`src/hdl/ptc_pkg.sv`:
```
// ptc_pkg: widths, register codes and the structs passed between the
// compensation pipeline modules. No dependencies.
package ptc_pkg;

	// field widths
	localparam int D_W       = 24;  // raw conversion
	localparam int CAL_W     = 16;  // calibration word
	localparam int CFG_IDX_W = 3;
	localparam int OUT_W     = 32;

	// internal widths, sized to the value ranges
	localparam int DT_W   = 25;  // dT
	localparam int MT_W   = 42;  // dT * C6 (also C3/C4 * dT)
	localparam int DD_W   = 48;  // dT^2, non-negative
	localparam int Q_W    = 18;  // TEMP - 2000
	localparam int TEMP_W = 19;  // first-order TEMP
	localparam int TI_W   = 17;  // Ti
	localparam int TOUT_W = 20;  // TEMP - Ti
	localparam int FO_W   = 36;  // first-order OFF / SENS
	localparam int SQ_W   = 34;  // (TEMP-2000)^2
	localparam int DVL_W  = 19;  // TEMP + 1500
	localparam int DVSQ_W = 36;  // (TEMP+1500)^2
	localparam int IC_W   = 39;  // OFFi / SENSi
	localparam int SO_W   = 41;  // OFF2 / SENS2
	localparam int PLO_W  = 20;  // low slice of SENS2 for the split multiply
	localparam int PPLO_W = D_W + PLO_W;
	localparam int PPHI_W = D_W + 1 + SO_W - PLO_W;
	localparam int PROD_W = PPHI_W + PLO_W;
	localparam int Y_W    = 45;
	localparam int X_W    = 46;

	localparam int N_STAGES = 11;

	localparam int T_REF      = 2000;  // reference temperature, 0.01 degC
	localparam int T_VLOW_OFS = 3500;  // distance from 2000 down to -1500

	typedef enum logic [CFG_IDX_W-1:0] {
		REG_SENS     = 3'd0,
		REG_OFF      = 3'd1,
		REG_TCS      = 3'd2,
		REG_TCO      = 3'd3,
		REG_TREF     = 3'd4,
		REG_TEMPSENS = 3'd5,
		REG_VARIANT  = 3'd6
	} cfg_reg_t;

	typedef struct packed {
		logic [CAL_W-1:0] pressure_sensitivity;
		logic [CAL_W-1:0] pressure_offset;
		logic [CAL_W-1:0] sensitivity_temp_coeff;
		logic [CAL_W-1:0] offset_temp_coeff;
		logic [CAL_W-1:0] reference_temperature;
		logic [CAL_W-1:0] temperature_coeff;
		logic             two_bar;
	} cfg_t;

	// first-order results leaving stage 3
	typedef struct packed {
		logic [D_W-1:0]           d1;
		logic signed [TEMP_W-1:0] temp;
		logic signed [Q_W-1:0]    dlow;
		logic signed [FO_W-1:0]   sens;
		logic signed [FO_W-1:0]   off;
		logic [TI_W-1:0]          ti_lo;
		logic [TI_W-1:0]          ti_hi;
	} first_t;

	// second-order corrected values leaving stage 6
	typedef struct packed {
		logic [D_W-1:0]           d1;
		logic signed [TOUT_W-1:0] temp;
		logic signed [SO_W-1:0]   sens2;
		logic signed [SO_W-1:0]   off2;
	} corr_t;

endpackage

```
`src/hdl/ptc_cfg.sv`:
```
// ptc_cfg: calibration word and sensor variant registers.
// Depends on ptc_pkg.
module ptc_cfg (
	input  logic                             clk,
	input  logic                             arst_n,
	input  logic                             cfg_valid,
	input  logic [ptc_pkg::CFG_IDX_W-1:0]    cfg_index,
	input  logic [ptc_pkg::CAL_W-1:0]        cfg_data,
	output ptc_pkg::cfg_t                    cfg
);

	ptc_pkg::cfg_t cfg_q;

	always_ff @(posedge clk or negedge arst_n) begin
		if (!arst_n) begin
			cfg_q <= '0;
		end else if (cfg_valid) begin
			unique case (ptc_pkg::cfg_reg_t'(cfg_index))
				ptc_pkg::REG_SENS:     cfg_q.pressure_sensitivity   <= cfg_data;
				ptc_pkg::REG_OFF:      cfg_q.pressure_offset        <= cfg_data;
				ptc_pkg::REG_TCS:      cfg_q.sensitivity_temp_coeff <= cfg_data;
				ptc_pkg::REG_TCO:      cfg_q.offset_temp_coeff      <= cfg_data;
				ptc_pkg::REG_TREF:     cfg_q.reference_temperature  <= cfg_data;
				ptc_pkg::REG_TEMPSENS: cfg_q.temperature_coeff      <= cfg_data;
				ptc_pkg::REG_VARIANT:  cfg_q.two_bar                <= cfg_data[0];
				default: begin
				end
			endcase
		end
	end

	assign cfg = cfg_q;

	a_variant_write: assert property (@(posedge clk) disable iff (!arst_n)
		(cfg_valid && cfg_index == ptc_pkg::REG_VARIANT) |=> (cfg_q.two_bar == $past(cfg_data[0])))
		else $error("variant register did not take the written word");

endmodule

```
`config.mk`:
```
export PLATFORM = sky130hd
export DESIGN_NAME = ptc_cfg
export DESIGN_NICKNAME = d
export VERILOG_FILES = /design/src/hdl/ptc_pkg.sv /design/src/hdl/ptc_cfg.sv
export SDC_FILE = /design/constraint.sdc
export NUM_CORES = 1
export LEC_CHECK = 0
export ABC_AREA = 1
export BUFFER_PORTS_ARGS = -buffer_cell sky130_fd_sc_hd__buf_4
export CORE_UTILIZATION = 51
export DETAILED_ROUTE_END_ITERATION = 8
export PLACE_DENSITY = 0.81
export RECOVER_POWER = 50
export REMOVE_ABC_BUFFERS = 1
export SETUP_SLACK_MARGIN = 0.02
export SLEW_MARGIN = 0
export SYNTH_ARGS = -nofsm -noshare
export SYNTH_HDL_FRONTEND = slang
export SYNTH_SLANG_ARGS = --single-unit
```
`constraint.sdc`:
```
create_clock -name clk -period 0.8 [get_ports clk]
set_input_delay 0.12 -clock clk [delete_from_list [all_inputs] [get_ports clk]]
set_output_delay 0.12 -clock clk [all_outputs]
set_load 0.05 [all_outputs]
```
==> metrics.txt <==
maximum fanout along the worst path 2; fraction of the mapped netlist area in simple logic gates 0.3332; capture point of the critical path cfg[25]; Crit path largest cell delay 470 ps; pin count of the biggest net entering global routing 45; failing checks negative setup slack; top post-synthesis cells by count sky130_fd_sc_hd__nand2_1, sky130_fd_sc_hd__dfrtp_1, sky130_fd_sc_hd__nand3_1; worst skew pair latency 380 ps; synthesized-area fraction occupied by ao, oa, aoi and oai cells 0; Hold Violations, Final 0; minimum setup slack after placement -287.4 ps; CP Cell Sequence buf_6; number of vias in the routed layout 4518; x dimension of the die 88.96 um; area of the die 7913 um2; number of different library cells in the post-synthesis netlist 11; Worst path depth 1; Initial Util 0.5288; Crit Path Category reg2out; maximum resistive drop on vdd 1534 uV; maximum clock frequency 0.8487 GHz; number of placement rows 31; number of max-capacitance violations reported 0; crit path capture type primary output; arithmetic-cell share of the synthesized area counting full adders, half adders and majority gates 0; crit path time final 1178 ps; combinational family with the most area after synthesis simple AND/OR/NAND/NOR gates; register area share after synthesis 0.6295; clock sink total 97; half-perimeter wire length of the detailed placement result 7512 um; top cell family by delay on the critical path flip-flops; Synth Warn # 0; maximum count of clock buffers along a single path 2; final standard cell utilization of the core 0.8607; final count of negative-setup-slack endpoints 174; largest area contributor in the synthesized netlist sky130_fd_sc_hd__dfrtp_1; Relative slew margins 0.7440; clock tree from TritonCTS done; number of DRC violations after detailed routing 0; EDFF count, synth 0; number of instances in the synthesized netlist 431; highest-delay cell along the critical path sky130_fd_sc_hd__dfrtp_1; DR iter-0 viols 708; Placed Cells 651; number of search-and-repair iterations in the first detailed-routing pass 6; Worst Setup Start Kind flip-flop; crit path from cfg[25]; Final #Nets 647; number of port buffers 118; setup slack on the worst flop-to-flop path -150 ps; max-slew violation count 0; Period Utilization, post-route 1.473; GR Overflow Total 0; WP data arrival 1060 ps; static leakage 3.417 nW; dominant register cell in the synthesized netlist sky130_fd_sc_hd__dfrtp_1; areal power density over the cells 3045 nW/um2; vias in the first global route 3990; most repeated cell in the gate-level netlist after synthesis sky130_fd_sc_hd__nand2_1; drt via density 6.189; top cell type's share of synthesized area 0.6295; Hold/Removal Path Class in2reg; outcome finished, violations left; fraction of final layout cells sized beyond drive strength 1 0.4159; Reg-to-Reg Start cfg[65]; ports placed on the boundary 119; Tot Pwr 0.01911 W; total wire length after detailed routing 18190 um; main area contributors after synthesis sky130_fd_sc_hd__dfrtp_1, sky130_fd_sc_hd__nand2_1, sky130_fd_sc_hd__nand3_1; RSZ-0062 raised after global routing yes; critical path required time 680 ps; final design instance area without fill 6276 um2; share of cell area taken by muxes after synthesis 0; wire length of the first global-routing pass 20560 um; mean routed wirelength per cell 24.92 um; number of antenna violations at the first check in global routing 1; count of non-filler cells in the finished layout 730; number of H-tree levels 3; area share of xor/xnor cells in the synthesized design 0; Worst Slack Setup Final -378.2 ps; y dimension of the die 88.96 um; average footprint of a synthesized cell 8.947 um2; asr flop ratio synth 1.000; Worst Max-Slew Pin Slew 383.1 ps; combined global-route utilization of all metal layers 0.3642; standard cell core area 7292 um2; count of buffering cells on the critical path with inverters included 1; Largest register FFs 97; cell chosen for the clock root sky130_fd_sc_hd__clkbuf_8; total cell area at the placement stage 5042 um2; antenna viol nets, final 0; clock input transition at the sequential cells of the worst setup and hold paths 120 ps; netlist area before placement 3856 um2; number of buffers added by the clock tree synthesis step 9; final weighted congestion in routability-driven placement 0.8147; cells on worst reg2reg path 4; total of flip-flops plus latches after synthesis 97; FF-to-FF End cfg[65]; worst clock skew 0 ps; area delta synth->final 62.75%
-- cells by family after synthesis --
kind of cell  count (synthesis)
buf+inv                      26
flops                        97
simple gates                308
-- cell type report --
cell class / count / area, um2
Multi-Input combinational cell: 308 / 1393
Inverter: 6 / 22.52
Sequential cell: 97 / 2427
Antenna cell: 1 / 2.502
Clock buffer: 10 / 127.6
Timing Repair Buffer: 203 / 2090
Clock inverter: 6 / 90.09
Tap cell: 99 / 123.9
Fill cell: 314 / 1016
-- report_power, final --
group          switching (W)  total (W)  internal, W
Clock                0.00193    0.00370      0.00178
Combinational        0.00543    0.00865      0.00323
Sequential          0.000939    0.00676      0.00582
Total                0.00829     0.0191       0.0108
-- cell usage in the layout, fill, tap and decap left out --
cell	count
sky130_fd_sc_hd__nand2_2	32
sky130_fd_sc_hd__buf_4	67
sky130_fd_sc_hd__diode_2	1
sky130_fd_sc_hd__dfrtp_1	97
sky130_fd_sc_hd__buf_6	125
sky130_fd_sc_hd__inv_2	2
sky130_fd_sc_hd__clkbuf_2	1
sky130_fd_sc_hd__inv_6	1
sky130_fd_sc_hd__nand2_4	6
sky130_fd_sc_hd__dlygate4sd3_1	1
sky130_fd_sc_hd__clkinv_4	1
sky130_fd_sc_hd__clkinvlp_4	1
sky130_fd_sc_hd__clkbuf_8	9
sky130_fd_sc_hd__nor2_2	3
sky130_fd_sc_hd__nor2_4	3
sky130_fd_sc_hd__clkbuf_1	2
sky130_fd_sc_hd__buf_12	8
sky130_fd_sc_hd__clkinv_2	1
sky130_fd_sc_hd__nand2_1	199
sky130_fd_sc_hd__nand3_1	65
sky130_fd_sc_hd__inv_1	4
sky130_fd_sc_hd__bufinv_16	2
-- what timing repair did --
item	in CTS	in global routing
cloned	0	0
hold buffers	1	0
endpoints found under the setup margin	97	130
buffers inserted	31	37
pin swaps	0	25
endpoints found under the hold margin	97	0
gates resized for setup	97	65
-- per-layer routing --
metal,up-vias,GRT usage,part of all wire
met2,509,0.5944,0.45
li1,1729,-,-
met1,2115,0.4366,0.33
met3,165,0.07756,0.14
met4,0,0.2511,0.086
met5,-,0,0
-- metrics by stage --
step / TNS (ps) / hold WS, ps
after floorplan: -49990 / -175.6
after global placement: -18630 / -31.94
after detailed placement: -21540 / -30.30
after CTS: -24090 / 25.50
after global routing: -36690 / 41.99
final: -31640 / 34.58
-- how the worst min path moves through the flow --
stage | start | end | slack, ps | cells past startpoint
CTS | cfg_data[12] | cfg[45] | 30 | 3
global route | cfg_data[12] | cfg[45] | 40 | 3
floorplan | arst_n | cfg[0] | -180 | 0
global placement | arst_n | cfg[71] | -30 | 1
finish | cfg_data[13] | cfg[14] | 30 | 3
detailed placement | arst_n | cfg[71] | -30 | 1
Power figures use the tool's default switching activity.
