--- src/hdl/ptc_pkg.sv ---
// ptc_pkg: widths, register codes and the structs passed between the
// compensation pipeline modules. No dependencies.
package ptc_pkg;

	// field widths
	localparam int D_W       = 24;  // raw conversion
	localparam int CAL_W     = 16;  // calibration word
	localparam int CFG_IDX_W = 3;
	localparam int OUT_W     = 32;

	// internal widths, sized to the value ranges
	localparam int DT_W   = 25;  // dT
	localparam int MT_W   = 42;  // dT * C6 (also C3/C4 * dT)
	localparam int DD_W   = 48;  // dT^2, non-negative
	localparam int Q_W    = 18;  // TEMP - 2000
	localparam int TEMP_W = 19;  // first-order TEMP
	localparam int TI_W   = 17;  // Ti
	localparam int TOUT_W = 20;  // TEMP - Ti
	localparam int FO_W   = 36;  // first-order OFF / SENS
	localparam int SQ_W   = 34;  // (TEMP-2000)^2
	localparam int DVL_W  = 19;  // TEMP + 1500
	localparam int DVSQ_W = 36;  // (TEMP+1500)^2
	localparam int IC_W   = 39;  // OFFi / SENSi
	localparam int SO_W   = 41;  // OFF2 / SENS2
	localparam int PLO_W  = 20;  // low slice of SENS2 for the split multiply
	localparam int PPLO_W = D_W + PLO_W;
	localparam int PPHI_W = D_W + 1 + SO_W - PLO_W;
	localparam int PROD_W = PPHI_W + PLO_W;
	localparam int Y_W    = 45;
	localparam int X_W    = 46;

	localparam int N_STAGES = 11;

	localparam int T_REF      = 2000;  // reference temperature, 0.01 degC
	localparam int T_VLOW_OFS = 3500;  // distance from 2000 down to -1500

	typedef enum logic [CFG_IDX_W-1:0] {
		REG_SENS     = 3'd0,
		REG_OFF      = 3'd1,
		REG_TCS      = 3'd2,
		REG_TCO      = 3'd3,
		REG_TREF     = 3'd4,
		REG_TEMPSENS = 3'd5,
		REG_VARIANT  = 3'd6
	} cfg_reg_t;

	typedef struct packed {
		logic [CAL_W-1:0] pressure_sensitivity;
		logic [CAL_W-1:0] pressure_offset;
		logic [CAL_W-1:0] sensitivity_temp_coeff;
		logic [CAL_W-1:0] offset_temp_coeff;
		logic [CAL_W-1:0] reference_temperature;
		logic [CAL_W-1:0] temperature_coeff;
		logic             two_bar;
	} cfg_t;

	// first-order results leaving stage 3
	typedef struct packed {
		logic [D_W-1:0]           d1;
		logic signed [TEMP_W-1:0] temp;
		logic signed [Q_W-1:0]    dlow;
		logic signed [FO_W-1:0]   sens;
		logic signed [FO_W-1:0]   off;
		logic [TI_W-1:0]          ti_lo;
		logic [TI_W-1:0]          ti_hi;
	} first_t;

	// second-order corrected values leaving stage 6
	typedef struct packed {
		logic [D_W-1:0]           d1;
		logic signed [TOUT_W-1:0] temp;
		logic signed [SO_W-1:0]   sens2;
		logic signed [SO_W-1:0]   off2;
	} corr_t;

endpackage

--- src/hdl/ptc_press.sv ---
// ptc_press: stages 7 to 11, D1*SENS2 as two partial products, the shifts
// and the OFF2 subtraction, and the output registers. Depends on ptc_pkg.
module ptc_press (
	input  logic                              clk,
	input  logic [4:0]                        en,
	input  ptc_pkg::cfg_t                     cfg,
	input  ptc_pkg::corr_t                    ci,
	output logic signed [ptc_pkg::OUT_W-1:0]  pressure_comp,
	output logic signed [ptc_pkg::OUT_W-1:0]  temperature_comp
);

	localparam int TOUT_W = ptc_pkg::TOUT_W;
	localparam int SO_W   = ptc_pkg::SO_W;
	localparam int PLO_W  = ptc_pkg::PLO_W;
	localparam int PPLO_W = ptc_pkg::PPLO_W;
	localparam int PPHI_W = ptc_pkg::PPHI_W;
	localparam int PROD_W = ptc_pkg::PROD_W;
	localparam int Y_W    = ptc_pkg::Y_W;
	localparam int X_W    = ptc_pkg::X_W;
	localparam int OUT_W  = ptc_pkg::OUT_W;
	localparam int HI_W   = SO_W - PLO_W;

	localparam logic signed [PROD_W-1:0] PBias = PROD_W'(2**21 - 1);

	// stage 7: SENS2 split into unsigned low and signed high slices
	logic signed [SO_W-1:0]   sens2;
	logic [PLO_W-1:0]         s_lo;
	logic signed [HI_W-1:0]   s_hi;
	logic [PPLO_W-1:0]        pp_lo_nx;
	logic signed [PPHI_W-1:0] pp_hi_nx;

	assign sens2    = ci.sens2;
	assign s_lo     = sens2[PLO_W-1:0];
	assign s_hi     = sens2[SO_W-1:PLO_W];
	assign pp_lo_nx = ci.d1 * s_lo;
	assign pp_hi_nx = $signed({1'b0, ci.d1}) * s_hi;

	logic [PPLO_W-1:0]        pp_lo_s7;
	logic signed [PPHI_W-1:0] pp_hi_s7;
	logic signed [SO_W-1:0]   off2_s7;
	logic signed [TOUT_W-1:0] tout_s7;

	always_ff @(posedge clk) begin
		if (en[0]) begin
			pp_lo_s7 <= pp_lo_nx;
			pp_hi_s7 <= pp_hi_nx;
			off2_s7  <= ci.off2;
			tout_s7  <= ci.temp;
		end
	end

	// stage 8: recombine the partial products
	logic [PROD_W-1:0] hi_x, lo_x;

	assign hi_x = {pp_hi_s7, {PLO_W{1'b0}}};
	assign lo_x = PROD_W'(pp_lo_s7);

	logic signed [PROD_W-1:0] prod_s8;
	logic signed [SO_W-1:0]   off2_s8;
	logic signed [TOUT_W-1:0] tout_s8;

	always_ff @(posedge clk) begin
		if (en[1]) begin
			prod_s8 <= hi_x + lo_x;
			off2_s8 <= off2_s7;
			tout_s8 <= tout_s7;
		end
	end

	// stage 9: D1*SENS2 / 2^21, toward zero
	logic signed [PROD_W-1:0] prod_sum, prod_shr;

	assign prod_sum = prod_s8 + (prod_s8[PROD_W-1] ? PBias : '0);
	assign prod_shr = prod_sum >>> 21;

	logic signed [Y_W-1:0]    y_s9;
	logic signed [SO_W-1:0]   off2_s9;
	logic signed [TOUT_W-1:0] tout_s9;

	always_ff @(posedge clk) begin
		if (en[2]) begin
			y_s9    <= prod_shr[Y_W-1:0];
			off2_s9 <= off2_s8;
			tout_s9 <= tout_s8;
		end
	end

	// stage 10: subtract OFF2
	logic signed [X_W-1:0] y_x, off_x;

	assign y_x   = y_s9;
	assign off_x = off2_s9;

	logic signed [X_W-1:0]    x_s10;
	logic signed [TOUT_W-1:0] tout_s10;

	always_ff @(posedge clk) begin
		if (en[3]) begin
			x_s10    <= y_x - off_x;
			tout_s10 <= tout_s9;
		end
	end

	// stage 11: / 2^13 (30 bar) or / 2^15 (2 bar), toward zero
	logic signed [X_W-1:0]   x_bias, x_sum, x_shr;
	logic signed [OUT_W-1:0] t_x;

	assign x_bias = !x_s10[X_W-1] ? '0 : (cfg.two_bar ? X_W'(2**15 - 1) : X_W'(2**13 - 1));
	assign x_sum  = x_s10 + x_bias;
	assign x_shr  = cfg.two_bar ? (x_sum >>> 15) : (x_sum >>> 13);
	assign t_x    = tout_s10;

	logic signed [OUT_W-1:0] p_s11, t_s11;

	always_ff @(posedge clk) begin
		if (en[4]) begin
			p_s11 <= x_shr[OUT_W-1:0];
			t_s11 <= t_x;
		end
	end

	assign pressure_comp    = p_s11;
	assign temperature_comp = t_s11;

endmodule

--- config.mk ---
export PLATFORM = sky130hd
export DESIGN_NAME = ptc_press
export DESIGN_NICKNAME = d
export VERILOG_FILES = /design/src/hdl/ptc_pkg.sv /design/src/hdl/ptc_press.sv
export SDC_FILE = /design/constraint.sdc
export NUM_CORES = 2
export LEC_CHECK = 0
export ABC_CLOCK_PERIOD_IN_PS = 12200
export BUFFER_PORTS_ARGS = -buffer_cell sky130_fd_sc_hd__buf_2
export CORE_ASPECT_RATIO = 1.25
export CORE_MARGIN = 3
export CORE_UTILIZATION = 25
export CTS_CLUSTER_SIZE = 30
export DETAILED_ROUTE_END_ITERATION = 10
export PLACE_DENSITY = 0.47
export SETUP_SLACK_MARGIN = 0.2
export SYNTH_ARGS = -nofsm -noshare
export SYNTH_HDL_FRONTEND = slang
export SYNTH_SLANG_ARGS = --single-unit
--- constraint.sdc ---
create_clock -name clk -period 12.2 [get_ports clk]
set_input_delay 0.61 -clock clk [delete_from_list [all_inputs] [get_ports clk]]
set_output_delay 0.61 -clock clk [all_outputs]
set_load 0.05 [all_outputs]
==> impl_results.md <==
- Status: completed
- Final setup TNS: 0 ps
- # clock sinks: 502
- # hold bufs at CTS: 0
- Setup violators final: 0
- Synth top area share: 29.9%
- Leading cell type in the layout, fill and taps excluded: inv_1
- Hold Startpoint: ci[24]
- Core Region: 215000 µm²
- Final clock skew: around 36 ps
- Dominant synthesized flop cell: edfxtp_1
- PostCTS Resize Cnt: 0
- Root buf cell: clkbuf_16
- Hold Path Class: in -> reg
- Worst EP arrival: 8300 ps
- Cell total after placement: 8093
- Crit Path Max Fanout: 23
- Period minus WS final: 7940 ps
- Maxcap violations: 0
- Post-DRT Antenna Nets: 0
- EDFF count, synth: roughly 500
- Vias in the first global route: 38700
- # rows: 190
- Mapped Cells: 5215
- Worst setup EP type: register
- CP required: 12560 ps
- Die width: 423 µm
- CP top delay family: adder cells
- Area Growth Syn to Fin: 11.0%
- RSZ-0062 raised after global routing: no
- CTS buffer count: 56
- Register area share after synthesis: 27.8%
- Actual slew at the worst max-slew pin: 1110 ps
- Clock latency on the worst-skew pair: 640 ps
- Initial antenna violation count: 22
- Largest net degree at the start of global routing: 69
- Fill cells: 22600
- Relative slew margins: 25.7%
- R2R Path End: pressure_comp[17]
- Most common cell on crit path: fa_1
- Mean Syn Cell Area: 10.4 µm²
- Boundary Pins: between 200 and 300
- Via count: about 35000
- Register bit total from synthesis: 502
- CP max stage cell: fa_1
- RR Startpoint: x_s10[45]
- Setup bufs post-CTS: 0
- Reg2reg path depth: 12
- Detailed Route WL: 140000 µm
- Reg clk slew, reported paths: 70 ps
- Overflow left after global routing: 0
- Nets: 6750
- Die Area: 223000 µm²
- Cell Area, Synth: 54300 µm²
- GP Congestion: ~0.8
- First-pass DRT Iterations: 8
- Share of cells above drive strength 1: under 10%
- Synth top area cells: fa_1 30%, edfxtp_1 28%, ha_1 10%
- Worst path buffer plus inverter count: 8
- Drc violations: 0
- Max frequency: 126 MHz
- Crit start category: primary input
- First-pass GRT wire length: 221000 µm
- Syn. warnings: 0
- Worst hold stages: 1
- Routed wire per std cell: 17.0 µm
- Count of cell types in the netlist: 79
- Flop-to-flop setup slack: a little over 8000 ps
- DP HPWL: between 100000 and 150000 µm
- Worst setup margin: roughly 4300 ps
- Chip height: between 500 and 600 µm
- Post-Syn Nets: 6694
- CTS tree: built
- Placement Setup Slack: roughly 3600 ps
- Largest stage delay on the critical path: roughly 530 ps
- Initial drt markers: ~1700
- Final period util: 65.1%
- Vias per cell: ~4.3
- Initial Util: between 20% and 30%
- Hold Path Sink: off2_s7[24]
- Final Hold Viols: 0
- Cell Count, Final, Fillers Out: 8208
- GRT Total Usage: between 10% and 20%
- Commonest cells after routing, fill and taps aside: 997 x inv_1, 810 x fa_1, 665 x nand2_1
- Slew Limit Fails: 0
- H-tree depth: 2
- Clock Path Buffers: 3
- WS Path Type: in -> reg
- Port buffer count: 196
- Synth area leader: fa_1
- Asr flop ratio synth: 0%
sequential cells by signal (all words and copies together) (netlist names):
| signal | cells |
|---|---|
| tout_s10 | 20 |
| off2_s8 | 41 |
| pp_hi_s7 | 46 |
| tout_s8 | 20 |
| off2_s7 | 41 |
| x_s10 | 46 |
| pressure_comp | 32 |
| y_s9 | 45 |
| tout_s7 | 20 |
| temperature_comp | 20 |
| off2_s9 | 41 |
| prod_s8 | 66 |
| pp_lo_s7 | 44 |
| tout_s9 | 20 |
cell usage after synthesis, types with 74 or more instances:
library cell and instances:
inv_1 997, a21oi_1 162, xor2_1 80, nand2_1 665
edfxtp_1 502, and2_1 445, xnor2_1 150, nor2_1 97
ha_1 440, clkbuf_1 208, a21o_1 95, o21ai_0 74
fa_1 810
worst max path at each step:
stage                  from            to  cells after the start
global placement    ci[111]  pp_hi_s7[42]                     28
finish              ci[111]  pp_hi_s7[42]                     28
detailed placement  ci[111]  pp_hi_s7[42]                     28
floorplan           ci[112]  pp_lo_s7[42]                     24
global route        ci[111]  pp_hi_s7[42]                     28
CTS                 ci[111]  pp_hi_s7[42]                     28
worst reg2reg max path, stage by stage, from the launching register on:
cell,delay [ps]
edfxtp_1,660
ha_1,410
a31o_2,130
a21oi_1,60
o21ai_0,300
a211oi_1,180
o31a_1,460
nor2b_1,650
nand3_1,250
nor2_1,200
nand2_1,130
xor2_1,170
mux2i_1,100
stage by stage:
| stage | util [%] | hold WS, ps | instance area (µm²) |
|---|---|---|---|
| after CTS | 28.0 | 74.1 | 60200 |
| final | 28.0 | 140 | 60300 |
| after detailed placement | 27.0 | 405 | 58200 |
| after global routing | 28.0 | 89.0 | 60300 |
| after global placement | 27.0 | 400 | 58200 |
| after floorplan | - | 400 | 54300 |
cell families after synthesis:
logic type | after synthesis | share of synthesized area [%]
compound gates | 520 | 6.29
xor+xnor | 230 | 3.71
fa+ha+maj | 1250 | 40.0
buf+inv | 1229 | 8.62
flops | 502 | 27.8
mux | 12 | 0.228
simple gates | 1472 | 13.4
layer usage:
metal	vias up	track usage [%]	wire, µm
met3	167	1.81	6170
met4	8	2.94	3080
met2	664	22.6	70200
met1	18000	15.8	60200
met5	-	0	50
li1	16500	-	-
final cells by class:
class / count / area (µm²) / share of cell area (%)
multi-input cells: 3484 / 34500 / 57.3
flip-flops and latches: 502 / 15100 / 25.0
inverters: 998 / 3750 / 6.22
well taps: 2880 / 3600 / 5.98
clock buffers: 61 / 1420 / 2.36
repair buffers: 229 / 1240 / 2.06
clock inverters: 43 / 628 / 1.04
diodes: 11 / 27.5 / 0.0457
Power is not shown: default switching activity piles up to over one toggle a cycle in this logic, so the estimate is an artifact.
