$ cat config.mk
export PLATFORM = sky130hd
export DESIGN_NAME = ptc_corr
export DESIGN_NICKNAME = d
export VERILOG_FILES = /design/src/hdl/ptc_pkg.sv /design/src/hdl/ptc_corr.sv
export SDC_FILE = /design/constraint.sdc
export NUM_CORES = 2
export LEC_CHECK = 0
export BUFFER_PORTS_ARGS = -buffer_cell sky130_fd_sc_hd__buf_2
export CORE_UTILIZATION = 40
export CTS_BUF_LIST = sky130_fd_sc_hd__clkbuf_4
export CTS_CLUSTER_DIAMETER = 150
export DETAILED_ROUTE_END_ITERATION = 6
export HOLD_SLACK_MARGIN = 0.02
export PLACE_DENSITY = 0.68
export SYNTH_ARGS = -nofsm -noshare
export SYNTH_HDL_FRONTEND = slang
export SYNTH_SLANG_ARGS = --single-unit
$ cat constraint.sdc
create_clock -name clk -period 11.8 [get_ports clk]
set_input_delay 1.77 -clock clk [delete_from_list [all_inputs] [get_ports clk]]
set_output_delay 1.77 -clock clk [all_outputs]
set_load 0.005 [all_outputs]
$ cat src/hdl/ptc_pkg.sv
// ptc_pkg: widths, register codes and the structs passed between the
// compensation pipeline modules. No dependencies.
package ptc_pkg;

	// field widths
	localparam int D_W       = 24;  // raw conversion
	localparam int CAL_W     = 16;  // calibration word
	localparam int CFG_IDX_W = 3;
	localparam int OUT_W     = 32;

	// internal widths, sized to the value ranges
	localparam int DT_W   = 25;  // dT
	localparam int MT_W   = 42;  // dT * C6 (also C3/C4 * dT)
	localparam int DD_W   = 48;  // dT^2, non-negative
	localparam int Q_W    = 18;  // TEMP - 2000
	localparam int TEMP_W = 19;  // first-order TEMP
	localparam int TI_W   = 17;  // Ti
	localparam int TOUT_W = 20;  // TEMP - Ti
	localparam int FO_W   = 36;  // first-order OFF / SENS
	localparam int SQ_W   = 34;  // (TEMP-2000)^2
	localparam int DVL_W  = 19;  // TEMP + 1500
	localparam int DVSQ_W = 36;  // (TEMP+1500)^2
	localparam int IC_W   = 39;  // OFFi / SENSi
	localparam int SO_W   = 41;  // OFF2 / SENS2
	localparam int PLO_W  = 20;  // low slice of SENS2 for the split multiply
	localparam int PPLO_W = D_W + PLO_W;
	localparam int PPHI_W = D_W + 1 + SO_W - PLO_W;
	localparam int PROD_W = PPHI_W + PLO_W;
	localparam int Y_W    = 45;
	localparam int X_W    = 46;

	localparam int N_STAGES = 11;

	localparam int T_REF      = 2000;  // reference temperature, 0.01 degC
	localparam int T_VLOW_OFS = 3500;  // distance from 2000 down to -1500

	typedef enum logic [CFG_IDX_W-1:0] {
		REG_SENS     = 3'd0,
		REG_OFF      = 3'd1,
		REG_TCS      = 3'd2,
		REG_TCO      = 3'd3,
		REG_TREF     = 3'd4,
		REG_TEMPSENS = 3'd5,
		REG_VARIANT  = 3'd6
	} cfg_reg_t;

	typedef struct packed {
		logic [CAL_W-1:0] pressure_sensitivity;
		logic [CAL_W-1:0] pressure_offset;
		logic [CAL_W-1:0] sensitivity_temp_coeff;
		logic [CAL_W-1:0] offset_temp_coeff;
		logic [CAL_W-1:0] reference_temperature;
		logic [CAL_W-1:0] temperature_coeff;
		logic             two_bar;
	} cfg_t;

	// first-order results leaving stage 3
	typedef struct packed {
		logic [D_W-1:0]           d1;
		logic signed [TEMP_W-1:0] temp;
		logic signed [Q_W-1:0]    dlow;
		logic signed [FO_W-1:0]   sens;
		logic signed [FO_W-1:0]   off;
		logic [TI_W-1:0]          ti_lo;
		logic [TI_W-1:0]          ti_hi;
	} first_t;

	// second-order corrected values leaving stage 6
	typedef struct packed {
		logic [D_W-1:0]           d1;
		logic signed [TOUT_W-1:0] temp;
		logic signed [SO_W-1:0]   sens2;
		logic signed [SO_W-1:0]   off2;
	} corr_t;

endpackage

$ cat src/hdl/ptc_corr.sv
// ptc_corr: stages 4 to 6, squares of the temperature deviations and the
// second-order corrections to TEMP, OFF and SENS. Depends on ptc_pkg.
module ptc_corr (
	input  logic             clk,
	input  logic [2:0]       en,
	input  ptc_pkg::cfg_t    cfg,
	input  ptc_pkg::first_t  fi,
	output ptc_pkg::corr_t   co
);

	localparam int D_W    = ptc_pkg::D_W;
	localparam int Q_W    = ptc_pkg::Q_W;
	localparam int TEMP_W = ptc_pkg::TEMP_W;
	localparam int TI_W   = ptc_pkg::TI_W;
	localparam int TOUT_W = ptc_pkg::TOUT_W;
	localparam int FO_W   = ptc_pkg::FO_W;
	localparam int SQ_W   = ptc_pkg::SQ_W;
	localparam int DVL_W  = ptc_pkg::DVL_W;
	localparam int DVSQ_W = ptc_pkg::DVSQ_W;
	localparam int IC_W   = ptc_pkg::IC_W;
	localparam int SO_W   = ptc_pkg::SO_W;
	localparam int SP_W   = SQ_W + 6;

	localparam logic signed [DVL_W-1:0] VlowOfs = DVL_W'(ptc_pkg::T_VLOW_OFS);

	// stage 4: squares, thresholds, TEMP - Ti
	logic signed [Q_W-1:0]     q;
	logic signed [DVL_W-1:0]   q_x, dvl;
	logic signed [2*Q_W-1:0]   sq_full;
	logic signed [2*DVL_W-1:0] dvsq_full;
	logic signed [TEMP_W-1:0]  temp_in;
	logic signed [TOUT_W-1:0]  temp_x;
	logic [TI_W-1:0]           ti_sel;
	logic [TOUT_W-1:0]         ti_x;
	logic signed [FO_W-1:0]    sens_in, off_in;

	assign q         = fi.dlow;
	assign q_x       = q;
	assign dvl       = q_x + VlowOfs;
	assign sq_full   = q * q;
	assign dvsq_full = dvl * dvl;
	assign temp_in   = fi.temp;
	assign temp_x    = temp_in;
	assign ti_sel    = q[Q_W-1] ? fi.ti_lo : fi.ti_hi;
	assign ti_x      = TOUT_W'(ti_sel);
	assign sens_in   = fi.sens;
	assign off_in    = fi.off;

	logic [D_W-1:0]           d1_s4;
	logic signed [TOUT_W-1:0] tout_s4;
	logic signed [FO_W-1:0]   sens_s4, off_s4;
	logic [SQ_W-1:0]          dsq_s4;
	logic [DVSQ_W-1:0]        dvsq_s4;
	logic                     low_s4, vlow_s4;

	always_ff @(posedge clk) begin
		if (en[0]) begin
			d1_s4   <= fi.d1;
			tout_s4 <= temp_x - ti_x;
			sens_s4 <= sens_in;
			off_s4  <= off_in;
			dsq_s4  <= sq_full[SQ_W-1:0];
			dvsq_s4 <= dvsq_full[DVSQ_W-1:0];
			low_s4  <= q[Q_W-1];       // TEMP < 2000
			vlow_s4 <= dvl[DVL_W-1];   // TEMP < -1500
		end
	end

	// stage 5: OFFi and SENSi
	logic [SP_W-1:0] dsq_x, m3, m5, m31, m63;
	logic [IC_W-1:0] dv7, dv4, offi_nx, sensi_nx;

	assign dsq_x = SP_W'(dsq_s4);
	assign m3    = dsq_x * SP_W'(3);
	assign m5    = dsq_x * SP_W'(5);
	assign m31   = dsq_x * SP_W'(31);
	assign m63   = dsq_x * SP_W'(63);
	assign dv7   = IC_W'(dvsq_s4) * IC_W'(7);
	assign dv4   = IC_W'(dvsq_s4) << 2;

	always_comb begin
		offi_nx  = '0;
		sensi_nx = '0;
		priority if (cfg.two_bar) begin
			if (low_s4) begin
				offi_nx  = IC_W'(m31 >> 3);
				sensi_nx = IC_W'(m63 >> 5);
			end
		end else if (low_s4) begin
			offi_nx  = IC_W'(m3 >> 1) + (vlow_s4 ? dv7 : '0);
			sensi_nx = IC_W'(m5 >> 3) + (vlow_s4 ? dv4 : '0);
		end else begin
			offi_nx  = IC_W'(dsq_x >> 4);
		end
	end

	logic [D_W-1:0]           d1_s5;
	logic signed [TOUT_W-1:0] tout_s5;
	logic signed [FO_W-1:0]   sens_s5, off_s5;
	logic [IC_W-1:0]          offi_s5, sensi_s5;

	always_ff @(posedge clk) begin
		if (en[1]) begin
			d1_s5    <= d1_s4;
			tout_s5  <= tout_s4;
			sens_s5  <= sens_s4;
			off_s5   <= off_s4;
			offi_s5  <= offi_nx;
			sensi_s5 <= sensi_nx;
		end
	end

	// stage 6: OFF2 = OFF - OFFi, SENS2 = SENS - SENSi
	logic signed [SO_W-1:0] off_x, sens_x;
	logic [SO_W-1:0]        offi_x, sensi_x;

	assign off_x   = off_s5;
	assign sens_x  = sens_s5;
	assign offi_x  = SO_W'(offi_s5);
	assign sensi_x = SO_W'(sensi_s5);

	logic [D_W-1:0]           d1_s6;
	logic signed [TOUT_W-1:0] tout_s6;
	logic signed [SO_W-1:0]   sens2_s6, off2_s6;

	always_ff @(posedge clk) begin
		if (en[2]) begin
			d1_s6    <= d1_s5;
			tout_s6  <= tout_s5;
			sens2_s6 <= sens_x - sensi_x;
			off2_s6  <= off_x - offi_x;
		end
	end

	assign co = '{d1: d1_s6, temp: tout_s6, sens2: sens2_s6, off2: off2_s6};

endmodule

==> impl_metrics.csv <==
group,metric,value,unit
placement,dp.cells,7891,
global_routing,grt_max_degree,83,
sta,period_needed,9390,ps
drt,wl_per_cell,17.6,µm
min_path,hp-class,"flop to flop",
cts,clkSinkCount,504,
finish,drive_gt1_frac,0.0972,
run_status,status,"complete, no violations",
cts,clk_path_buf_depth,3,
placement,dp_slack,1280,ps
global_routing,antenna_found_initial,5,
global_routing,track_usage,0.194,
cts,clk-insertion-delay-late,1060,ps
cts,cts_tree,"done",
placement,routabilityCongestion,0.908,
sta,final_hold_viol_count,0,
placement,hpwl,116000,µm
sta,setup_viol,0,
sta,relSlewSlack,0.325,
cts,cts_buffers,131,
drt,drtIter0Drc,2156,
logic_synthesis,synth_xor_area_frac,0.0568,
finish,fin_cells,8127,
logic_synthesis,ys_seq_area_frac,0.256,
drt,drc,0,
floorplan,die_h,386,µm
cts,post_cts_buffers,0,
logic_synthesis,postSynthCellCount,5720,
critical_path,worstPathMaxFanout,18,
cts,cts-resized-gates,0,
drt,ant_nets,0,
critical_path,cpMostUsedCell,"fa_1",
critical_path,crit_path_end_kind,"flop",
critical_path,rr_startpoint,"dvsq_s4[2]",
logic_synthesis,synthArstFlopShare,0,
run,max_cap_violations,0,
logic_synthesis,synthMuxAreaShare,0.00502,
cts,clk_pin_slew_worst_paths,70,ps
logic_synthesis,synth_warnings,0,
min_path,hold_start,"tout_s4[5]",
floorplan,num_rows,140,
floorplan,io_pins,394,
critical_path,cp.arrival,10120,ps
global_routing,grt_pass1_wl,228000,µm
critical_path,crit_type,"input port to flop",
logic_synthesis,ys_ff_latch,504,
sta,setup_tns,0,ps
critical_path,slowest_stage,"o31ai_1",
cts,cts_root_buffer,"clkbuf_4",
logic_synthesis,synthAdderAreaFrac,0.396,
drt,vias_per_cell,5.18,
finish,area_growth_syn_to_layout,9.63,%
floorplan,initial_core_util,0.404,
floorplan,fp.coreArea,146000,µm²
critical_path,reg2reg_slack,4650,ps
logic_synthesis,synth_ff_type,"edfxtp_1",
cts,htreeDepth,4,
sta,finClkSkew,58.4,ps
drt,wl,143000,µm
logic_synthesis,synth_top_family_by_area,"adder cells",
global_routing,grt_overflow,0,
critical_path,crit_required,12530,ps
logic_synthesis,synth-simple-area-share,0.0965,
sta,rsz0062_at_grt,"false",
critical_path,r2r_cells,22,
sta,setup_ws,2410,ps
floorplan,dieWidth,386,µm
finish,fin_nets,7764,
drt,firstDrtPassIters,5,
sta,drv_slew,0,
critical_path,critPathLaunchType,"input port",
sta,min_period_over_period,0.795,
drt,num_vias,42100,
logic_synthesis,synth_edf_count,504,
logic_synthesis,synth-compound-area-share,0.119,
min_path,min_to,"tout_s5[5]",
logic_synthesis,synth_cell_types,89,
sta,fmax,107,MHz
sta,worst_pin_slew,1010,ps
logic_synthesis,syn_area_per_cell,10.3,µm²
global_routing,grt_pass1_vias,44500,
critical_path,critPathMaxStageDelay,560,ps
cts,hold_buffers,0,
critical_path,r2r_end,"offi_s5[37]",
logic_synthesis,netlist_area,59100,µm²
floorplan,die_area,149000,µm²
min_path,worst_hold_path.num_cells,0,
placement,io_buffers,297,
-- through the flow --
step	util	hold WS [ps]	instance area [µm²]
final	0.443	393	64800
after global routing	0.443	395	64800
after CTS	0.443	384	64700
after detailed placement	0.432	405	63100
after global placement	0.432	400	63100
after floorplan	-	400	59100
-- critical path: cells and delay by family --
family / cells / cell delay, ps
fa+ha+maj: 8 / 3380
compound gates: 5 / 1810
xor+xnor: 2 / 260
buf+inv: 9 / 1270
simple gates: 10 / 1590
-- layout make-up --
| type | instances | area (µm²) |
|---|---|---|
| inverter | 1013 | 3800 |
| antenna | 5 | 12.5 |
| timing repair buffer | 354 | 1950 |
| sequential | 504 | 15100 |
| clock inverter | 55 | 362 |
| clock buffer | 176 | 1320 |
| multi-input combinational | 4103 | 39800 |
| tap | 1917 | 2400 |
| fill | 13700 | 81300 |
-- kinds of logic (layout without fill, tap and decap cells) --
family | after synthesis | after routing
buf+inv | 1115 | 1598
flops | 504 | 504
xor+xnor | 383 | 383
fa+ha+maj | 1389 | 1389
mux | 29 | 29
simple gates | 1216 | 1216
compound gates | 1083 | 1083
other cells | 1 | 8
-- worst max path at each step --
stage / startpoint / to / slack (ps) / cells past startpoint
finish: fi[110] / dvsq_s4[35] / 2410 / 34
global route: fi[110] / dvsq_s4[27] / 2050 / 34
CTS: fi[110] / dvsq_s4[27] / 2440 / 34
detailed placement: fi[110] / dvsq_s4[27] / 1280 / 34
global placement: fi[110] / dvsq_s4[27] / 1430 / 34
floorplan: fi[108] / dvsq_s4[32] / 2510 / 33
-- cell usage in the layout (no fill, tap or decap), drive strengths merged, types with 17 or more instances in the layout --
master and n:
a21boi 17, buf 352, ha 592, xnor2 270, fa 797, xor2 113, o21ai 203, nor2 331
o211ai 28, nor2b 48, o31ai 24, a31oi 32, nor3 69, edfxtp 504, or3 17, o21a 58
and3 34, o21bai 50, nand4 24, clkbuf 178, clkinv 47, a211oi 46, mux2i 24, nand3 67
nand2 397, a21o 139, inv 1013, nand2b 59, a21oi 335, and2 112
-- Yosys cell counts (all sizes together), types with 7 or more instances --
master,number,area share
and4,8,0.0012
a31o,10,0.0015
a21o,139,0.018
nor3,69,0.0058
nand4,24,0.0025
o211ai,28,0.0036
a41oi,8,0.0013
a22o,8,0.0012
nand2,397,0.025
inv,1006,0.064
a31oi,32,0.0036
or2,9,0.00095
nor3b,8,0.0010
xnor2,270,0.040
fa,797,0.27
a21boi,17,0.0022
o21bai,50,0.0064
and3,34,0.0036
edfxtp,504,0.26
a211oi,46,0.0061
xor2,113,0.017
o21ai,203,0.017
a211o,14,0.0021
mux2i,24,0.0041
or4,9,0.0011
and2,112,0.012
o2111ai,10,0.0015
clkbuf,90,0.0057
o22ai,14,0.0015
o21a,58,0.0074
clkinv,7,0.00044
ha,592,0.13
a221oi,9,0.0014
a221o,7,0.0012
o31ai,24,0.0031
nand3,67,0.0057
a21oi,335,0.028
buf,12,0.00076
nor2,331,0.021
nand2b,59,0.0062
or3,17,0.0018
o31a,8,0.0012
a2111oi,7,0.0016
nor2b,48,0.0051
-- sequential cells by signal (all words and copies together), names as in the netlist, 24 cells and up --
signal / flops
off_s4: 36
sens2_s6: 41
dsq_s4: 32
d1_s5: 24
offi_s5: 39
sensi_s5: 39
off_s5: 36
off2_s6: 41
d1_s6: 24
sens_s5: 36
dvsq_s4: 34
sens_s4: 36
d1_s4: 24
-- layer usage --
layer | global-route usage | wire (µm)
met5 | 0 | 26
met4 | 0.0555 | 3230
met3 | 0.0278 | 8190
met2 | 0.336 | 69700
met1 | 0.250 | 62000
Power is not shown: default switching activity piles up to over one toggle a cycle in this logic, so the estimate is an artifact.
