==> config.mk <==
export PLATFORM = sky130hd
export DESIGN_NAME = ptc_flow
export DESIGN_NICKNAME = d
export VERILOG_FILES = /design/src/hdl/ptc_pkg.sv /design/src/hdl/ptc_flow.sv
export SDC_FILE = /design/constraint.sdc
export NUM_CORES = 1
export LEC_CHECK = 0
export BUFFER_PORTS_ARGS = -buffer_cell sky130_fd_sc_hd__buf_2
export CORE_AREA = 2 2 39 41
export CTS_BUF_LIST = sky130_fd_sc_hd__clkbuf_16
export CTS_CLUSTER_SIZE = 16
export DETAILED_ROUTE_END_ITERATION = 8
export DIE_AREA = 0 0 41 43
export PLACE_DENSITY = 0.74
export RECOVER_POWER = 25
export SYNTH_ARGS = -nofsm -noshare
export SYNTH_HDL_FRONTEND = slang
export SYNTH_SLANG_ARGS = --single-unit
export TNS_END_PERCENT = 1
==> constraint.sdc <==
create_clock -name clk -period 3.2 [get_ports clk]
set_clock_uncertainty 0.05 [all_clocks]
set_input_delay 0 -clock clk [delete_from_list [all_inputs] [get_ports clk]]
set_output_delay 0 -clock clk [all_outputs]
set_load 0.03 [all_outputs]
==> src/hdl/ptc_pkg.sv <==
// ptc_pkg: widths, register codes and the structs passed between the
// compensation pipeline modules. No dependencies.
package ptc_pkg;

	// field widths
	localparam int D_W       = 24;  // raw conversion
	localparam int CAL_W     = 16;  // calibration word
	localparam int CFG_IDX_W = 3;
	localparam int OUT_W     = 32;

	// internal widths, sized to the value ranges
	localparam int DT_W   = 25;  // dT
	localparam int MT_W   = 42;  // dT * C6 (also C3/C4 * dT)
	localparam int DD_W   = 48;  // dT^2, non-negative
	localparam int Q_W    = 18;  // TEMP - 2000
	localparam int TEMP_W = 19;  // first-order TEMP
	localparam int TI_W   = 17;  // Ti
	localparam int TOUT_W = 20;  // TEMP - Ti
	localparam int FO_W   = 36;  // first-order OFF / SENS
	localparam int SQ_W   = 34;  // (TEMP-2000)^2
	localparam int DVL_W  = 19;  // TEMP + 1500
	localparam int DVSQ_W = 36;  // (TEMP+1500)^2
	localparam int IC_W   = 39;  // OFFi / SENSi
	localparam int SO_W   = 41;  // OFF2 / SENS2
	localparam int PLO_W  = 20;  // low slice of SENS2 for the split multiply
	localparam int PPLO_W = D_W + PLO_W;
	localparam int PPHI_W = D_W + 1 + SO_W - PLO_W;
	localparam int PROD_W = PPHI_W + PLO_W;
	localparam int Y_W    = 45;
	localparam int X_W    = 46;

	localparam int N_STAGES = 11;

	localparam int T_REF      = 2000;  // reference temperature, 0.01 degC
	localparam int T_VLOW_OFS = 3500;  // distance from 2000 down to -1500

	typedef enum logic [CFG_IDX_W-1:0] {
		REG_SENS     = 3'd0,
		REG_OFF      = 3'd1,
		REG_TCS      = 3'd2,
		REG_TCO      = 3'd3,
		REG_TREF     = 3'd4,
		REG_TEMPSENS = 3'd5,
		REG_VARIANT  = 3'd6
	} cfg_reg_t;

	typedef struct packed {
		logic [CAL_W-1:0] pressure_sensitivity;
		logic [CAL_W-1:0] pressure_offset;
		logic [CAL_W-1:0] sensitivity_temp_coeff;
		logic [CAL_W-1:0] offset_temp_coeff;
		logic [CAL_W-1:0] reference_temperature;
		logic [CAL_W-1:0] temperature_coeff;
		logic             two_bar;
	} cfg_t;

	// first-order results leaving stage 3
	typedef struct packed {
		logic [D_W-1:0]           d1;
		logic signed [TEMP_W-1:0] temp;
		logic signed [Q_W-1:0]    dlow;
		logic signed [FO_W-1:0]   sens;
		logic signed [FO_W-1:0]   off;
		logic [TI_W-1:0]          ti_lo;
		logic [TI_W-1:0]          ti_hi;
	} first_t;

	// second-order corrected values leaving stage 6
	typedef struct packed {
		logic [D_W-1:0]           d1;
		logic signed [TOUT_W-1:0] temp;
		logic signed [SO_W-1:0]   sens2;
		logic signed [SO_W-1:0]   off2;
	} corr_t;

endpackage

==> src/hdl/ptc_flow.sv <==
// ptc_flow: per-stage valid bits and stage enables of the pipeline.
// Depends on ptc_pkg.
module ptc_flow (
	input  logic                           clk,
	input  logic                           arst_n,
	input  logic                           in_valid,
	input  logic                           out_ready,
	output logic                           in_ready,
	output logic                           out_valid,
	output logic [ptc_pkg::N_STAGES-1:0]   en
);

	localparam int N = ptc_pkg::N_STAGES;

	logic [N-1:0] vld_q;

	// a stage moves when it is empty or the stage after it moves
	always_comb begin
		en[N-1] = ~vld_q[N-1] | out_ready;
		for (int k = N - 2; k >= 0; k--) begin
			en[k] = ~vld_q[k] | en[k+1];
		end
	end

	always_ff @(posedge clk or negedge arst_n) begin
		if (!arst_n) begin
			vld_q <= '0;
		end else begin
			if (en[0]) begin
				vld_q[0] <= in_valid;
			end
			for (int k = 1; k < N; k++) begin
				if (en[k]) begin
					vld_q[k] <= vld_q[k-1];
				end
			end
		end
	end

	assign in_ready  = en[0];
	assign out_valid = vld_q[N-1];

	a_no_empty_stall: assert property (@(posedge clk) disable iff (!arst_n)
		((~en & ~vld_q) == '0))
		else $error("empty stage held back");

	a_accept_lands: assert property (@(posedge clk) disable iff (!arst_n)
		(in_valid && en[0]) |=> vld_q[0])
		else $error("accepted word missing from first stage");

	a_word_count: assert property (@(posedge clk) disable iff (!arst_n)
		$past(arst_n) |-> ($countones(vld_q) == $past($countones(vld_q))
			+ $past(in_valid && en[0]) - $past(vld_q[N-1] && out_ready)))
		else $error("word lost or duplicated in pipeline");

endmodule

==> impl_results.md, run 1 <==
* Post-synth design cell area at 499 µm²
* Global placement routability congestion at 0.670
* Total core area at 1380 µm²
* P_leak at 0.282 nW
* Count of mapped cells out of synthesis at 41
* Top cell types by occurrence after synthesis: dfrtp_1, nand3_1, a31o_1, buf_6, nand2b_1
* Non-filler cells in the finished layout at 75
* Max clock buf depth at 2
* Achievable frequency at 615 MHz
* Starting Density at 36.1%
* Row cnt at 14
* Post CTS Setup Buffer Count at 0
* Max reg flops at 11
* Sw Pwr at 159 µW
* Cell types occupying the most area after synthesis: dfrtp_1, buf_6, a31o_1
* Most used standard cell by instance count after synthesis: dfrtp_1
* Number of failing setup endpoints in the final timing report at 0
* Maximum number of pins on one net before global-route repair at 19
* Sum of internal, switching and leakage power at 523 µW
* Via count of the first global-routing pass at 316
* Via-per-instance ratio at 5.27
* Arrival @ worst endpoint at 1.58 ns
* Max Transition Viols Final at 0
* Share of Yosys cell area claimed by the top area cell type at 55.1%
* Synthesized netlist net count at 45
* Category of the most critical setup path: reg2out
* Share of total power in combinational logic at 23.3%
* Outcome: finished clean
* Average cell area after synthesis at 12.2 µm²
* Tightest Pin Transition at 0.592 ns
* Top fanout value on the critical path at 18
* TritonCTS Sinks at 11
* Setup Total Neg Slack at 0 ns
* EDFF count, synth at 0
* Launching element type of the critical path: flop
* Max-cap violations at 0
* Proportion of power drawn by the clock network at 41.9%
* Number of cells in the design after placement at 69
* Cell internal pwr at 364 µW
* Final wirelength at 964 µm
* Num ports at 17
* Share of final-layout standard cells stronger than drive strength 1 at 35.6%
* DRT iter0 DRCs at 7
* Worst Slack Setup Final at 1.57 ns
* FF+latch count, synth at 11
* DRC errors left at 0
* Number of buffers added by the clock tree synthesis step at 3
* Synth warnings at 0
* Top flip-flop cell by instance count after synthesis: dfrtp_1
* Count of nets left with antenna violations after detail routing at 0
* Crit-path cells: and4b_1 -> nand3_1 -> buf_2
* First-pass GRT wire length at 1310 µm
* Synth-to-layout area growth at 31.3%
* Antenna violations before repair at 0
* Part of the Yosys area used for sequential elements at 55.1%
* Post-detailed-placement half-perimeter wirelength at 606 µm
* Wire length per cell at 12.9 µm
* Worst setup slack after placement at 1.83 ns
* Number of nets in the final layout at 64
* Unrepaired setup endpoints after global routing: no
* Count of unique library cells instantiated by Yosys at 19
* Final antenna diode count at 0
* Post-CTS clock slew at the launch and capture registers of the worst setup and hold paths at 0.04 ns
* Largest incremental delay on the critical path at 0.59 ns
* Class of the worst hold path: in2reg
* Die outline area at 1760 µm²
* H-Tree Depth at 1
* Horizontal die dimension at 41 µm
* Relative contribution of sequential cells to total power at 34.9%
* Via count of the routed design at 395
* Register name with the most flops: vld_q
* Final Cycle Share at 50.9%
* Die outline height at 43 µm
* CTS Root Cell: clkbuf_16
* Biggest regs: vld_q x11
* TritonCTS clock tree: done
* Total track usage at 12.1%
* Number of port buffers at 16
* Cell type of the slowest stage on the worst timing path: and4b_1
* Critical path endpoint category: output port
* CP required at 3.15 ns
* Share of flip-flops with an asynchronous set or reset after synthesis at 100%
* Max_slew headroom at 60.5%
* GRT Residual Overflow at 0
* Detailed-router iteration count before antenna repair at 4
* # fillers at 134
* Shortest period the worst path allows at 1.63 ns
* Peak supply drop at 0.379 mV
* Net switching share of the total power at 30.4%
* Power density relative to cell area at 798 nW/µm²
* Area leader, netlist: dfrtp_1
* Setup slack on the worst flop-to-flop path at 1.87 ns
* Insertion delay to the later sink of the worst-skew pair at 0.23 ns
* Final-report hold violation count at 0
## worst max-delay path, delay by kind of cell (launching register included)
family,cells,cell delay [ns]
buffers and inverters,1,0.22
flip-flops,1,0.36
AND/OR/NAND/NOR,2,0.76
## cell type report
type	count	area (µm²)	share of cell area [%]
Tap cell	16	20.0	3.05
Inverter	1	3.75	0.573
Timing Repair Buffer	18	98.8	15.1
Clock buffer	3	75.1	11.5
Multi-Input combinational cell	25	179	27.3
Sequential cell	11	275	42.0
Clock inverter	1	3.75	0.573
## layout by cell type, fill, tap and decap left out
cell type / count
buf_2: 15
dfrtp_1: 11
nand3_1: 4
nand2b_1: 3
a31o_1: 3
clkbuf_16: 3
inv_1: 2
nand2_1: 2
nand4_1: 2
and4_1: 2
dlygate4sd3_1: 2
nand3b_1: 1
and4b_1: 1
and2_1: 1
a41o_1: 1
a21o_1: 1
a41o_2: 1
a31o_2: 1
a21o_2: 1
or2_1: 1
clkbuf_1: 1
## kinds of logic (layout without fill, tap and decap cells)
logic type             count (synthesis)  in the layout  synth area share (%)
DFF                                   11             11                  55.1
buffers and inverters                  5             23                  9.02
AOI/OAI and AO/OA                      8              8                  14.5
and+or+nand+nor                       17             17                  21.3
## power by group through the flow
stage | logic [mW] | clock network [mW] | registers, mW
2_1_floorplan | 0.106 | 0 | 0.181
3_3_place_gp | 0.118 | 0 | 0.182
3_5_place_dp | 0.120 | 0 | 0.184
4_1_cts | 0.122 | 0.225 | 0.182
5_1_grt | 0.131 | 0.234 | 0.186
6_report | 0.122 | 0.219 | 0.183
## path summary, 6_finish.rpt
path | startpoint | endpoint | depth (start not counted)
max in group asynchronous | arst_n | vld_q[5] | 2
min in group asynchronous | arst_n | vld_q[0] | 2
min | out_ready | vld_q[9] | 3
max reg2reg | vld_q[10] | vld_q[5] | 2
max | vld_q[10] | en[2] | 3
min reg2reg | vld_q[0] | vld_q[1] | 1
## stage by stage
step	hold WS [ns]	cell area, µm²	util [%]
after floorplan	-0.346	499	-
after global placement	-0.171	558	40.3
after detailed placement	-0.170	558	40.3
after CTS	0.0292	657	47.5
after global routing	0.0439	656	47.4
final	0.0261	656	47.4
## layer usage
metal	part of all wire [%]	wire length [µm]	up-vias	global-route usage [%]
met2	48	458	17	18.1
li1	-	-	187	-
met5	0	0	-	0
met1	45	438	189	12.3
met4	1.5	14	0	8.00
met3	5.4	52	2	6.28
## repair_timing
action / 4_1_cts / 5_1_grt
hold buffers: 2 / 0
resized for setup: 0 / 0
endpoints found under the hold margin: 12 / 0
(Power assumes the default switching activity.)
==> inputs of run 2 (changes only) <==
Clock period 3.2 ns to 1.65 ns, I/O delays scaled along.
==> run 2 against run 1 <==
Register-to-register slack worse by 1.5 ns; count of clock-buffer cells in the layout unchanged; core utilization up 0.090 points; worst hold slack about the same; sequential share of layout area down 0.080 points; critical path depth unchanged; sequential power up 94%; die area unchanged; critical path type unchanged; largest power group unchanged.
==> impl_results.md, run 2 (synthesized netlist as in run 1, its figures left out) <==
* Outcome: finished clean
* H-Tree Depth at 1 (unchanged)
* Instance area at placement at 558 µm² (unchanged)
* Number of port buffers at 16 (unchanged)
* Multi-input gate area in the final layout at 180 µm² (+0.70%)
* Via count of the routed design at 395 (unchanged)
* Launching element type of the critical path: flop
* Final wirelength at 955 µm (-0.93%)
* Final core area utilization at 47.5% (+0.090 points)
* Routed length on met2 at 437 µm (-4.6%)
* TritonCTS clock tree: done
* Die outline height at 43 µm (unchanged)
* Post-CTS clock slew at the launch and capture registers of the worst setup and hold paths at 0.04 ns (about the same)
* Horizontal die dimension at 41 µm (unchanged)
* Critical path endpoint category: output port
* Insertion delay to the later sink of the worst-skew pair at 0.23 ns (about the same)
* Number of nets in the final layout at 64 (unchanged)
* Tightest Pin Transition at 0.588 ns (-0.00349 ns)
* Area taken by flip-flops and latches at 275 µm² (unchanged)
* Shortest period the worst path allows at 1.53 ns
* Global placement routability congestion at 0.670 (about the same)
* Maximum number of pins on one net before global-route repair at 19 (unchanged)
* Max Transition Viols Final at 0 (unchanged)
* TritonCTS Sinks at 11 (unchanged)
* Top fanout value on the critical path at 10 (-8)
* Final antenna diode count at 0 (unchanged)
* P_leak at 0.281 nW (-0.12%)
* Wire length per cell at 12.7 µm (-0.93%)
* Register name with the most flops: vld_q
* Post CTS Setup Buffer Count at 0 (unchanged)
* Max_slew headroom at 60.8% (+0.26 points)
* Row cnt at 14 (unchanged)
* CTS Root Cell: clkbuf_16
* Number of buffers added by the clock tree synthesis step at 3 (unchanged)
* # fillers at 131 (-2.2%)
* Power density relative to cell area at 1550 nW/µm² (+94%)
* First-pass GRT wire length at 1260 µm (-3.7%)
* Achievable frequency at 655 MHz
* Synth-to-layout area growth at 31.6%
* Final Cycle Share at 92.6%
* GRT Residual Overflow at 0 (unchanged)
* DRC errors left at 0 (unchanged)
* Via count of the first global-routing pass at 299 (-5.4%)
* Unrepaired setup endpoints after global routing: no
* Starting Density at 36.1% (unchanged)
* Num ports at 17 (unchanged)
* Top layer in use: met4
* Setup Total Neg Slack at 0 ns (unchanged)
* Max clock buf depth at 2 (unchanged)
* Sum of met3 wire segment lengths after detailed routing at 33 µm (-37%)
* Total core area at 1380 µm² (unchanged)
* Count of nets left with antenna violations after detail routing at 0 (unchanged)
* Arrival @ worst endpoint at 1.48 ns (-0.10 ns)
* Detailed-router iteration count before antenna repair at 4 (unchanged)
* Class of the worst hold path: in2reg
* Share of final-layout standard cells stronger than drive strength 1 at 37.3% (+1.7 points)
* Worst hold margin at 0.0257 ns (-0.000463 ns)
* DRT iter0 DRCs at 8 (+1)
* Number of failing setup endpoints in the final timing report at 0 (unchanged)
* Via-per-instance ratio at 5.27 (unchanged)
* Max reg flops at 11 (unchanged)
* Final-report hold violation count at 0 (unchanged)
* Wire length on met1 at 468 µm (+6.8%)
* Max-cap violations at 0 (unchanged)
* Category of the most critical setup path: reg2out
* Antenna violations before repair at 0 (unchanged)
* CP required at 1.60 ns (-1.55 ns)
* Post-detailed-placement half-perimeter wirelength at 603 µm (-0.58%)
* Peak supply drop at 0.740 mV (+95%)
* Biggest regs: vld_q x11
* Final Cell Area at 657 µm² (+0.19%)
* Most frequent standard cell in the layout excluding fill and tap cells: buf_2
* Total track usage at 11.8% (-0.31 points)
* Die outline area at 1760 µm² (unchanged)
* Most frequent cells in the layout: buf_2, dfrtp_1, nand3_1
==> run 2: final cells by class <==
class                   instances  share of cell area [%]
flip-flops and latches         11                    41.9
multi-input cells              25                    27.4
repair buffers                 18                    15.0
clock buffers                   3                    11.4
well taps                      16                    3.05
clock inverters                 1                   0.571
inverters                       1                   0.571
==> run 2: per-layer routing <==
layer  vias up  track usage, %
li1        189               -
met1       193            11.3
met2        11            18.1
met3         2            6.28
met4         0            8.00
met5         -               0
==> run 2: timing repair <==
| action | 4_1_cts | 5_1_grt |
|---|---|---|
| hold buffers | 2 | 0 |
| setup endpoints to repair | 0 | 7 |
| endpoints found under the hold margin | 12 | 0 |
| resized for setup | 0 | 1 |
==> run 2: critical path, cell delays in order (launching register included) <==
cell and delay, ns:
dfrtp_1 0.46, and4_1 0.44, nand3_1 0.14, buf_2 0.20
==> run 2: path summary, 6_finish.rpt <==
path                       startpoint   endpoint  slack [ns]  cells after the start
min in group asynchronous      arst_n   vld_q[0]        0.23                      2
hold / removal              out_ready  vld_q[10]        0.03                      3
max in group asynchronous      arst_n   vld_q[9]        0.94                      2
setup / recovery             vld_q[7]      en[2]        0.12                      3
setup reg to reg             vld_q[7]   vld_q[1]        0.42                      2
hold reg to reg              vld_q[0]   vld_q[1]        0.41                      1
==> run 2: report_power, final <==
group	internal [mW]	switching, mW	total [mW]
combinational	0.0789	0.157	0.236
clock	0.317	0.110	0.428
sequential	0.312	0.0427	0.355
==> run 2: per-stage QoR <==
step,std cells,setup WS [ns],power (mW)
5_1_grt,75,0.0287,1.07
4_1_cts,75,0.0224,1.03
3_3_place_gp,69,0.328,0.582
3_5_place_dp,69,0.284,0.588
2_1_floorplan,41,0.0429,0.557
6_report,75,0.123,1.02
==> inputs of run 3 (changes only) <==
Settings changed: MAX_ROUTING_LAYER set to met4, PLACE_DENSITY 0.74 to unset.
==> run 3 against run 2 <==
Sequential power barely moved; maximum frequency is 2.3% higher; count of clock-buffer cells in the layout unchanged; critical path depth unchanged; register-to-register slack hardly changed; setup slack improved by 0.034 ns; sequential cell count stayed put; non-clock buffer count unchanged; critical path type unchanged.
==> impl_results.md, run 3 (synthesized netlist as in run 1, its figures left out) <==
* Final Cell Area at 657 µm² (unchanged)
* Via count of the routed design at 388 (-1.8%)
* Via-per-instance ratio at 5.17 (-1.8%)
* Proportion of power drawn by the clock network at 42.2% (+0.2 points)
* Terminating pin of the worst hold path: vld_q[10]
* End of the worst register-to-register path: vld_q[5]
* Setup slack on the worst flop-to-flop path at 0.43 ns (about the same)
* Register name with the most flops: vld_q
* Die outline area at 1760 µm² (unchanged)
* Unrepaired setup endpoints after global routing: no
* Final-report hold violation count at 0 (unchanged)
* Row cnt at 14 (unchanged)
* Worst hold path depth at 3 (unchanged)
* Multi-input gate area in the final layout at 180 µm² (unchanged)
* Horizontal die dimension at 41 µm (unchanged)
* Synth-to-layout area growth at 31.6% (unchanged)
* Arrival @ worst endpoint at 1.44 ns (-0.04 ns)
* Worst Slack Setup Final at 0.157 ns (+0.0342 ns)
* # fillers at 142 (+8.4%)
* Num ports at 17 (unchanged)
* Total track usage at 14.1% (+2.3 points)
* Wire length per cell at 12.2 µm (-4.1%)
* Outcome: finished clean
* RR Startpoint: vld_q[9]
* Achievable frequency at 670 MHz (+2.3%)
* Critical path endpoint category: output port
* Number of port buffers at 16 (unchanged)
* DRC errors left at 0 (unchanged)
* Category of the most critical setup path: reg2out
* Final wirelength at 916 µm (-4.1%)
* Hold path start: out_ready
* Share of final-layout standard cells stronger than drive strength 1 at 37.3% (unchanged)
* Number of cells in the design after placement at 69 (unchanged)
* Post-CTS clock slew at the launch and capture registers of the worst setup and hold paths at 0.04 ns (about the same)
* Number of failing setup endpoints in the final timing report at 0 (unchanged)
* Sw Pwr at 310 µW (-0.14%)
* Top fanout value on the critical path at 10 (unchanged)
* Power density relative to cell area at 1550 nW/µm² (about the same)
* Worst setup slack after placement at 0.289 ns (+0.00512 ns)
* Detailed-router iteration count before antenna repair at 2 (-2)
* Final Cycle Share at 90.5% (-2.1 points)
* Post CTS Setup Buffer Count at 0 (unchanged)
* Shortest period the worst path allows at 1.49 ns (-0.0342 ns)
* Launching element type of the critical path: flop
* Net switching share of the total power at 30.5% (-0.034 points)
* Cell internal pwr at 708 µW (about the same)
* P_leak at 0.281 nW (unchanged)
* DRT iter0 DRCs at 2 (-6)
* Relative contribution of sequential cells to total power at 34.8% (about the same)
* Tightest Pin Transition at 0.597 ns (+0.00834 ns)
* Non-filler cells in the finished layout at 75 (unchanged)
* Count of nets left with antenna violations after detail routing at 0 (unchanged)
* Number of buffers added by the clock tree synthesis step at 3 (unchanged)
* Insertion delay to the later sink of the worst-skew pair at 0.24 ns (about the same)
* Biggest regs: vld_q x11
* Post-detailed-placement half-perimeter wirelength at 597 µm (-0.95%)
* Via count of the first global-routing pass at 365 (+22%)
* Antenna violations before repair at 0 (unchanged)
* Class of the worst hold path: in2reg
* Final core area utilization at 47.5% (unchanged)
* Die outline height at 43 µm (unchanged)
* Final antenna diode count at 0 (unchanged)
* Max_slew headroom at 60.2% (-0.56 points)
* Sum of internal, switching and leakage power at 1.02 mW (about the same)
* Most frequent cells in the layout: buf_2, dfrtp_1, nand3_1
* Max Transition Viols Final at 0 (unchanged)
* Max-cap violations at 0 (unchanged)
* Instance area at placement at 558 µm² (unchanged)
* Global placement routability congestion at 0.624 (-6.9%)
* Most frequent standard cell in the layout excluding fill and tap cells: buf_2
* Total core area at 1380 µm² (unchanged)
* H-Tree Depth at 1 (unchanged)
* Max clock buf depth at 2 (unchanged)
* Starting Density at 36.1% (unchanged)
* GRT Residual Overflow at 0 (unchanged)
* Worst hold margin at 0.0219 ns (-0.00379 ns)
* CTS Root Cell: clkbuf_16
* Share of total power in combinational logic at 23.0% (-0.2 points)
* Number of nets in the final layout at 64 (unchanged)
* Setup Total Neg Slack at 0 ns (unchanged)
* Area taken by flip-flops and latches at 275 µm² (unchanged)
* First-pass GRT wire length at 1600 µm (+27%)
* Max reg flops at 11 (unchanged)
* CP required at 1.60 ns (about the same)
* TritonCTS clock tree: done
* Reg2reg path depth at 2 (unchanged)
* Peak supply drop at 0.474 mV (-36%)
* Maximum number of pins on one net before global-route repair at 19 (unchanged)
* TritonCTS Sinks at 11 (unchanged)
==> run 3: cell counts in the layout (fill, tap and decap cells not counted) <==
Identical to the previous run, type by type.
==> run 3: worst max-delay path by stage <==
stage / start / to / slack (ns) / depth (start not counted)
after CTS: vld_q[9] / en[0] / 0.03 / 3
after floorplan: vld_q[10] / en[0] / 0.04 / 5
after detailed placement: vld_q[10] / en[0] / 0.29 / 3
final: vld_q[7] / en[0] / 0.16 / 3
after global routing: vld_q[7] / en[0] / 0.02 / 3
after global placement: vld_q[10] / en[1] / 0.32 / 3
==> run 3: critical path, stage by stage (launching register included) <==
cell	delay (ns)
dfrtp_1	0.45
and4_1	0.42
nand3_1	0.13
buf_2	0.20
==> run 3: per-layer routing <==
metal	part of all wire [%]	global-route usage [%]
met1	48	20.2
met2	43	16.9
met3	7.2	4.71
met4	1.5	8.00
met5	0	-
==> run 3: area by class of cell <==
cell class | count | share of cell area [%]
clock buffer | 3 | 11.4
clock inverter | 1 | 0.571
inverter | 1 | 0.571
multi-input combinational | 25 | 27.4
sequential | 11 | 41.9
tap | 16 | 3.05
timing repair buffer | 18 | 15.0
==> run 3: power by group through the flow <==
| stage | logic [mW] | clock network [mW] | registers [mW] |
|---|---|---|---|
| 2_1_floorplan | 0.206 | 0 | 0.351 |
| 3_3_place_gp | 0.230 | 0 | 0.357 |
| 3_5_place_dp | 0.230 | 0 | 0.357 |
| 4_1_cts | 0.235 | 0.439 | 0.354 |
| 5_1_grt | 0.260 | 0.452 | 0.364 |
| 6_report | 0.234 | 0.430 | 0.354 |
==> run 3: what timing repair did <==
| action | 4_1_cts | 5_1_grt |
|---|---|---|
| endpoints found under the setup margin | 0 | 10 |
| hold endpoints to repair | 12 | 0 |
| hold buffers | 2 | 0 |
| gates resized for setup | 0 | 1 |
